==> config.mk <==
export PLATFORM = sky130hd
export DESIGN_NAME = yuva_alpha_over_blend
export DESIGN_NICKNAME = d
export VERILOG_FILES = /design/src/rtl/yaob_pkg.sv /design/src/rtl/yaob_datapath.sv /design/src/rtl/yaob_ctrl.sv /design/src/rtl/yuva_alpha_over_blend.sv
export SDC_FILE = /design/constraint.sdc
export NUM_CORES = 2
export LEC_CHECK = 0
export ABC_CLOCK_PERIOD_IN_PS = 10100
export BUFFER_PORTS_ARGS = -buffer_cell sky130_fd_sc_hd__buf_2
export CORE_AREA = 2 2 305 307
export CTS_BUF_LIST = sky130_fd_sc_hd__clkbuf_4 sky130_fd_sc_hd__clkbuf_8
export DETAILED_ROUTE_END_ITERATION = 8
export DIE_AREA = 0 0 307 309
export PLACE_DENSITY = 0.65
export SLEW_MARGIN = 15
export SYNTH_ARGS = -nofsm -noshare
export SYNTH_HDL_FRONTEND = slang
export SYNTH_SLANG_ARGS = --single-unit
==> constraint.sdc <==
create_clock -name clk -period 10.1 [get_ports clk]
set_input_delay 1.01 -clock clk [delete_from_list [all_inputs] [get_ports clk]]
set_output_delay 1.01 -clock clk [all_outputs]
set_load 0.03 [all_outputs]
==> src/rtl/yaob_pkg.sv <==
package yaob_pkg;

  // Request selectors
  localparam logic [1:0] CMD_LUMA   = 2'd0;
  localparam logic [1:0] CMD_ALPHA  = 2'd1;
  localparam logic [1:0] CMD_CHROMA = 2'd2;

  // Result kinds
  localparam logic KIND_LUMA   = 1'b0;
  localparam logic KIND_CHROMA = 1'b1;

  localparam logic [7:0] ALPHA_OPAQUE = 8'd255;
  localparam logic [7:0] ALPHA_CLEAR  = 8'd0;
  localparam logic [2:0] TILE_FULL    = 3'd4;
  localparam logic [2:0] TILE_HALF    = 3'd2;
  localparam logic [2:0] TILE_THREE   = 3'd3;

  // Reciprocal 2^24 / blend: one quotient bit per divider step
  localparam int DIV_STEPS = 25;
  localparam int DIV_CNT_W = 5;

  typedef struct packed {
    logic [1:0] cmd;
    logic [7:0] src_a;
    logic [7:0] dst_a;
    logic [7:0] src_luma;
    logic [7:0] dst_luma;
    logic [7:0] src_cb;
    logic [7:0] src_cr;
    logic [7:0] dst_cb;
    logic [7:0] dst_cr;
  } in_req_t;

  typedef struct packed {
    logic       kind;
    logic [7:0] out_luma;
    logic [7:0] out_alpha;
    logic [7:0] out_cb;
    logic [7:0] out_cr;
  } out_req_t;

  typedef struct packed {
    logic load_luma;
    logic load_chroma;
    logic acc_alpha;
    logic tmp_en;
    logic prod_en;
    logic div_init;
    logic div_step;
    logic div_first;
    logic mul_en;
    logic res_load;
  } dp_cmd_t;

endpackage

==> src/rtl/yaob_datapath.sv <==
module yaob_datapath (
  input  logic              clk,
  input  logic              rst_n,
  input  yaob_pkg::in_req_t in_data,
  input  yaob_pkg::dp_cmd_t cmd,
  output yaob_pkg::out_req_t out_data
);
  import yaob_pkg::*;

  // Tile alpha accumulation
  logic [9:0]  src_sum_r, dst_sum_r;
  logic [2:0]  count_r;
  logic [10:0] src_round, dst_round;

  // Operands of the request at work
  logic        kind_r;
  logic [7:0]  sa_r, da_r, s0_r, d0_r, s1_r, d1_r;
  logic [7:0]  tmp_r, blend_r;
  logic [15:0] pa_r, pb_r, pc_r, pd_r;
  logic [16:0] num0_r, num1_r;
  logic [7:0]  rem_r;
  logic [24:0] quo_r;
  logic [7:0]  y0_r, y1_r;
  out_req_t    out_r;

  logic [8:0]  inv_sa;
  logic [16:0] tmp_prod;
  logic [8:0]  blend_sum;
  logic [8:0]  trial, diff;
  logic        ge;
  logic [41:0] mul0, mul1;
  logic [7:0]  res0, res1, res_alpha;

  always_comb begin
    priority if (count_r >= TILE_THREE) begin
      src_round = ({1'b0, src_sum_r} + 11'd3) >> 2;
      dst_round = ({1'b0, dst_sum_r} + 11'd3) >> 2;
    end else if (count_r == TILE_HALF) begin
      src_round = ({1'b0, src_sum_r} + 11'd1) >> 1;
      dst_round = ({1'b0, dst_sum_r} + 11'd1) >> 1;
    end else begin
      src_round = {1'b0, src_sum_r};
      dst_round = {1'b0, dst_sum_r};
    end
  end

  assign inv_sa    = 9'd256 - {1'b0, sa_r};
  assign tmp_prod  = {9'd0, da_r} * {8'd0, inv_sa};
  assign blend_sum = {1'b0, sa_r} + {1'b0, tmp_r};
  assign trial     = {rem_r, cmd.div_first};
  assign ge        = trial >= {1'b0, blend_r};
  assign diff      = trial - {1'b0, blend_r};
  assign mul0      = {25'd0, num0_r} * {17'd0, quo_r};
  assign mul1      = {25'd0, num1_r} * {17'd0, quo_r};

  // Opaque copies the source, transparent keeps the destination, else the blend
  always_comb begin
    priority if (sa_r == ALPHA_OPAQUE) begin
      res0      = s0_r;
      res1      = s1_r;
      res_alpha = ALPHA_OPAQUE;
    end else if (sa_r == ALPHA_CLEAR) begin
      res0      = d0_r;
      res1      = d1_r;
      res_alpha = da_r;
    end else begin
      res0      = y0_r;
      res1      = y1_r;
      res_alpha = blend_r;
    end
  end

  always_ff @(posedge clk) begin
    if (!rst_n) begin
      src_sum_r <= '0;
      dst_sum_r <= '0;
      count_r   <= '0;
    end else if (cmd.acc_alpha && count_r < TILE_FULL) begin
      src_sum_r <= src_sum_r + {2'd0, in_data.src_a};
      dst_sum_r <= dst_sum_r + {2'd0, in_data.dst_a};
      count_r   <= count_r + 3'd1;
    end else if (cmd.load_chroma) begin
      src_sum_r <= '0;
      dst_sum_r <= '0;
      count_r   <= '0;
    end
  end

  always_ff @(posedge clk) begin
    if (cmd.load_luma) begin
      kind_r <= KIND_LUMA;
      sa_r   <= in_data.src_a;
      da_r   <= in_data.dst_a;
      s0_r   <= in_data.src_luma;
      d0_r   <= in_data.dst_luma;
      s1_r   <= in_data.src_luma;
      d1_r   <= in_data.dst_luma;
    end
    if (cmd.load_chroma) begin
      kind_r <= KIND_CHROMA;
      sa_r   <= src_round[7:0];
      da_r   <= dst_round[7:0];
      s0_r   <= in_data.src_cb;
      d0_r   <= in_data.dst_cb;
      s1_r   <= in_data.src_cr;
      d1_r   <= in_data.dst_cr;
    end
    if (cmd.tmp_en) begin
      tmp_r <= tmp_prod[15:8];
    end
    if (cmd.prod_en) begin
      blend_r <= blend_sum[7:0];
      pa_r    <= {8'd0, s0_r} * {8'd0, sa_r};
      pb_r    <= {8'd0, d0_r} * {8'd0, tmp_r};
      pc_r    <= {8'd0, s1_r} * {8'd0, sa_r};
      pd_r    <= {8'd0, d1_r} * {8'd0, tmp_r};
    end
    if (cmd.div_init) begin
      rem_r <= '0;
      quo_r <= '0;
    end
    if (cmd.div_step) begin
      rem_r <= ge ? diff[7:0] : trial[7:0];
      quo_r <= {quo_r[23:0], ge};
    end
    if (cmd.div_first) begin
      num0_r <= {1'b0, pa_r} + {1'b0, pb_r};
      num1_r <= {1'b0, pc_r} + {1'b0, pd_r};
    end
    if (cmd.mul_en) begin
      y0_r <= mul0[31:24];
      y1_r <= mul1[31:24];
    end
    if (cmd.res_load) begin
      out_r.kind <= kind_r;
      if (kind_r == KIND_LUMA) begin
        out_r.out_luma  <= res0;
        out_r.out_alpha <= res_alpha;
        out_r.out_cb    <= '0;
        out_r.out_cr    <= '0;
      end else begin
        out_r.out_luma  <= '0;
        out_r.out_alpha <= '0;
        out_r.out_cb    <= res0;
        out_r.out_cr    <= res1;
      end
    end
  end

  assign out_data = out_r;

endmodule

==> src/rtl/yaob_ctrl.sv <==
module yaob_ctrl (
  input  logic              clk,
  input  logic              rst_n,
  input  logic              in_valid,
  input  logic [1:0]        in_cmd,
  output logic              in_stall,
  output logic              out_valid,
  input  logic              out_stall,
  output yaob_pkg::dp_cmd_t cmd
);
  import yaob_pkg::*;

  typedef enum logic [2:0] {
    S_IDLE, S_TMP, S_NUM, S_DIV, S_MUL, S_OUT
  } state_t;

  localparam logic [DIV_CNT_W-1:0] DIV_LAST = DIV_CNT_W'(DIV_STEPS - 1);
  localparam logic [DIV_CNT_W-1:0] DIV_INC  = DIV_CNT_W'(1);

  state_t                state_r;
  logic [DIV_CNT_W-1:0]  div_cnt_r;
  logic                  out_valid_r;
  logic                  in_accept;
  logic                  out_free;

  assign in_accept = in_valid && (state_r == S_IDLE);
  assign out_free  = !out_valid_r || !out_stall;
  assign in_stall  = (state_r != S_IDLE);
  assign out_valid = out_valid_r;

  always_comb begin
    cmd = '0;
    unique case (state_r)
      S_IDLE: begin
        cmd.load_luma   = in_accept && (in_cmd == CMD_LUMA);
        cmd.load_chroma = in_accept && (in_cmd == CMD_CHROMA);
        cmd.acc_alpha   = in_accept && (in_cmd == CMD_ALPHA);
      end
      S_TMP: cmd.tmp_en = 1'b1;
      S_NUM: begin
        cmd.prod_en  = 1'b1;
        cmd.div_init = 1'b1;
      end
      S_DIV: begin
        cmd.div_step  = 1'b1;
        cmd.div_first = (div_cnt_r == '0);
      end
      S_MUL: cmd.mul_en   = 1'b1;
      S_OUT: cmd.res_load = out_free;
      default: cmd = '0;
    endcase
  end

  always_ff @(posedge clk) begin
    if (!rst_n) begin
      state_r     <= S_IDLE;
      div_cnt_r   <= '0;
      out_valid_r <= 1'b0;
    end else begin
      // Raise valid on a fresh load, drop it once the result is taken
      if (state_r == S_OUT && out_free) begin
        out_valid_r <= 1'b1;
      end else if (out_valid_r && !out_stall) begin
        out_valid_r <= 1'b0;
      end
      unique case (state_r)
        S_IDLE: begin
          if (in_accept && (in_cmd == CMD_LUMA || in_cmd == CMD_CHROMA)) begin
            state_r <= S_TMP;
          end
        end
        S_TMP: state_r <= S_NUM;
        S_NUM: begin
          div_cnt_r <= '0;
          state_r   <= S_DIV;
        end
        S_DIV: begin
          if (div_cnt_r == DIV_LAST) begin
            div_cnt_r <= '0;
            state_r   <= S_MUL;
          end else begin
            div_cnt_r <= div_cnt_r + DIV_INC;
          end
        end
        S_MUL: state_r <= S_OUT;
        S_OUT: begin
          if (out_free) begin
            state_r <= S_IDLE;
          end
        end
        default: state_r <= S_IDLE;
      endcase
    end
  end

endmodule

==> src/rtl/yuva_alpha_over_blend.sv <==
// Alpha blender for a non-premultiplied YUVA 4:2:0 source over a destination.
// A luma request (cmd 0) returns the blended luma and the new destination
// alpha. Chroma works per tile: alpha-sample requests (cmd 1) add source and
// destination alpha into running sums (at most four samples count, later ones
// are dropped), and a finish request (cmd 2) ceil-averages the sums (three
// samples are divided by four), blends U and V with them and clears the
// sums. A source alpha of 255 copies the source, 0 keeps the destination;
// anything else divides by the blended alpha through a reciprocal
// floor(2^24 / blend). Requests with cmd 1 or 3 give no result and leave the
// block ready for another request. A luma or finish request keeps the input
// stalled from acceptance on through operand capture, the destination weight,
// the partial products, 25 steps of the restoring divider that forms the
// reciprocal one quotient bit a cycle, the final multiply and the load of the
// output register. A result waiting in the output register does not hold off
// the next request until a second result is ready to be loaded.
module yuva_alpha_over_blend (
  input  logic               clk,
  input  logic               rst_n,
  input  logic               in_valid,
  output logic               in_stall,
  input  yaob_pkg::in_req_t  in_data,
  output logic               out_valid,
  input  logic               out_stall,
  output yaob_pkg::out_req_t out_data
);
  import yaob_pkg::*;

  dp_cmd_t dp_cmd;

  // Sequence each request through the datapath
  yaob_ctrl u_ctrl (
    .clk       (clk),
    .rst_n     (rst_n),
    .in_valid  (in_valid),
    .in_cmd    (in_data.cmd),
    .in_stall  (in_stall),
    .out_valid (out_valid),
    .out_stall (out_stall),
    .cmd       (dp_cmd)
  );

  // Hold tile sums, operands, divider and the output register
  yaob_datapath u_dp (
    .clk      (clk),
    .rst_n    (rst_n),
    .in_data  (in_data),
    .cmd      (dp_cmd),
    .out_data (out_data)
  );

endmodule

==> impl_metrics.toml <==
[worst_setup_path]
start_kind = "flip-flop"
cp_max_fo = 18
worstReg2RegStart = "u_dp.quo_r[8]$_SDFFCE_PN0P_"
worstRegToRegCells = 20
critPathKind = "reg -> reg"
required_ns = 10.50
cp-end-kind = "flip-flop"
crit_arrival_ns = 7.57
crit_path_start = "u_dp.quo_r[8]$_SDFFCE_PN0P_"

[place]
portBuffers = 104
hpwlAfterDp_um = 82500
gp_congestion = 0.857
dp_cells = 6068
pre_cts_ws_ns = 2.91

[yosys]
ys_async_sr_fraction_pct = 0
synth_nets = 6200
synth_edf_count = 244
syn_area_um2 = 45300
syn_inst = 4946
synth.distinct_cells = 62
yosysWarningCount = 0
synth-seq-cells = 277
synth-main-ff-cell = "edfxtp_1"
syn_avg_cell_area_um2 = 9.16
seq_area_frac_synth_pct = 17.6

[die]
rows = 111
die_w_um = 307
coreArea_um2 = 91400
ios = 105
start_util_pct = 49.6
die_y_um = 309
dieArea_um2 = 94900

[worst_hold_path]
hold_depth = 2
hp-start = "u_dp.src_sum_r[9]$_SDFFE_PN0P_"
hold_class = "reg -> reg"

[sta]
timing.fmax_ghz = 0.139
finalMaxSlewViolations = 0
finalHoldViolations = 0
fin_crit_sh_pct = 71.1
fin_tns_setup_ns = 0
rsz0062_at_grt = "false"
clock_skew_ns = 0.0305
fin_ws_ns = 2.92
min_period_ns = 7.18
worstMarginPinSlew_ns = 1.17
setup_violations = 0
slew_headroom_pct = 22.0

[clock_network]
cts.repair.resized = 0
cts_tree = "built"
clkLatencyLatePin_ns = 0.65
ctsRootBufferMaster = "clkbuf_8"
cts_buffers = 49
cts.sinks = 277
cts_hold_buf = 0
clkSlewWorstSetupHoldPaths_ns = 0.06
cts_setup_buffers = 0
clockBufferDepth = 3
cts-htree-levels = 2

[final_layout]
final_nets = 6187
n_fill_cell = 8419
syn_to_final_growth_pct = 5.93
layout-drive-gt1-share_pct = 5.29
fin_cells = 6162

[drt]
highest_layer = "met4"
num_vias = 32100
route.met2.wl_um = 53100
antenna_left = 0
dr.pass1.iters = 6
post_drt_wl_per_cell_um = 17.5
wl_um = 108000
met3_length_um = 5410
drtIter0Drc = 1822
vias_per_cell = 5.22
post-route-drc-count = 0
met1_length_um = 47000

[grt]
antenna_found_initial = 1
grt_pass1_vias = 33900
track_usage_pct = 23.9
overflow = 0
grt_max_degree = 66
grt_pass1_wl_um = 180000

[run_status]
status = "finished, final reports clean"

[run]
drv_cap = 0
==> synth_stat cells, types with 25 or more instances <==
cell	n	area, um2
o21ai_0	113	566
nor3_1	25	125
nor2_1	118	443
fa_1	788	15800
a21oi_1	90	450
clkbuf_1	221	830
xor2_1	38	333
edfxtp_1	244	7330
and3_1	41	257
and2_1	487	3050
inv_1	1064	3990
nand3_1	59	295
dfxtp_1	33	661
ha_1	396	4950
xnor2_1	134	1170
nand2_1	832	3120
==> worst paths after layout <==
| path | to | slack (ns) |
|---|---|---|
| worst max-delay path | u_dp.y1_r[7]$_DFFE_PP_ | 2.92 |
| worst min-delay path | u_dp.src_sum_r[9]$_SDFFE_PN0P_ | 0.51 |
| worst max register to register | u_dp.y1_r[7]$_DFFE_PP_ | 2.92 |
| worst min register to register | u_dp.src_sum_r[9]$_SDFFE_PN0P_ | 0.51 |
==> layer usage <==
layer | up-vias | GRT usage (%)
li1 | 14900 | -
met1 | 16300 | 31.7
met2 | 768 | 41.7
met3 | 154 | 2.88
met4 | 0 | 6.10
met5 | - | 0
==> worst max-delay path, stage by stage, from the launching register on <==
cell       delay, ns
edfxtp_1        0.86
buf_4           0.39
nand2_1         0.12
fa_1            0.56
inv_1           0.07
fa_1            0.55
fa_1            0.43
fa_1            0.47
fa_1            0.49
inv_1           0.05
fa_1            0.47
inv_1           0.04
ha_1            0.28
a21o_1          0.17
a2111oi_0       0.71
o41a_1          0.41
a211o_1         0.18
nand3_1         0.09
a31oi_1         0.32
o21bai_1        0.12
xnor2_1         0.14
==> registers in the layout (all words and copies together), names as in the netlist, 10 cells and up <==
name            count
u_dp.quo_r         25
u_dp.pa_r          16
u_dp.pc_r          16
u_dp.pd_r          16
u_dp.num0_r        17
u_dp.out_data      33
u_dp.dst_sum_r     10
u_dp.src_sum_r     10
u_dp.pb_r          16
u_dp.num1_r        17
==> cells by family (layout without fill, tap and decap cells) <==
kind of cell,after synthesis,in the layout,share of synthesized area [%]
multiplexers,2,2,0.0442
adder cells (fa/ha/maj),1184,1184,45.7
other,0,6,0
flip-flops,277,277,17.6
buffers and inverters,1297,1321,10.8
XOR/XNOR,172,172,3.32
AND/OR/NAND/NOR,1631,1631,17.1
AO/OA/AOI/OAI,383,383,5.40
==> cell type report <==
cell class,instances,area [um2],area share [%]
Timing Repair Buffer,169,1010,2.10
Inverter,1064,3990,8.32
Sequential cell,277,7990,16.6
Multi-Input combinational cell,3372,32500,67.7
Tap cell,1186,1480,3.09
Clock buffer,62,785,1.63
Antenna cell,6,15.0,0.0313
Clock inverter,26,231,0.482
==> stage by stage <==
| step | hold WS, ns | area [um2] | utilization, % |
|---|---|---|---|
| 2_1_floorplan | 0.442 | 45300 | - |
| 3_3_place_gp | 0.484 | 47000 | 51.4 |
| 4_1_cts | 0.507 | 48000 | 52.5 |
| 5_1_grt | 0.544 | 48000 | 52.5 |
| 3_5_place_dp | 0.496 | 47000 | 51.4 |
| 6_report | 0.514 | 48000 | 52.5 |
==> cell usage in the layout (no fill, tap or decap), drive strengths merged, types with 6 or more instances in the layout <==
cell type  Yosys  final
o21a          18     18
edfxtp       244    244
o21bai        20     20
a311oi        10     10
or3           11     11
fa           788    788
o41ai         10     10
nand4         11     11
and2         488    488
nand2b        10     10
a21o          21     21
nand3         59     59
a211oi         9      9
o2111ai        6      6
a31oi         17     17
o21ai        119    119
nor3          25     25
clkinv         0     20
o211ai        10     10
inv         1064   1063
a21oi         91     91
xor2          38     38
xnor2        134    134
nor2b         21     21
nor2         118    118
ha           396    396
diode          0      6
a21boi        29     29
dfxtp         33     33
clkbuf       221     62
nand2        832    832
and3          41     41
buf           12    169
Power is left out: the tool's default activity adds up to more than one toggle a clock period on the data nets, which glitch-free logic cannot reach.
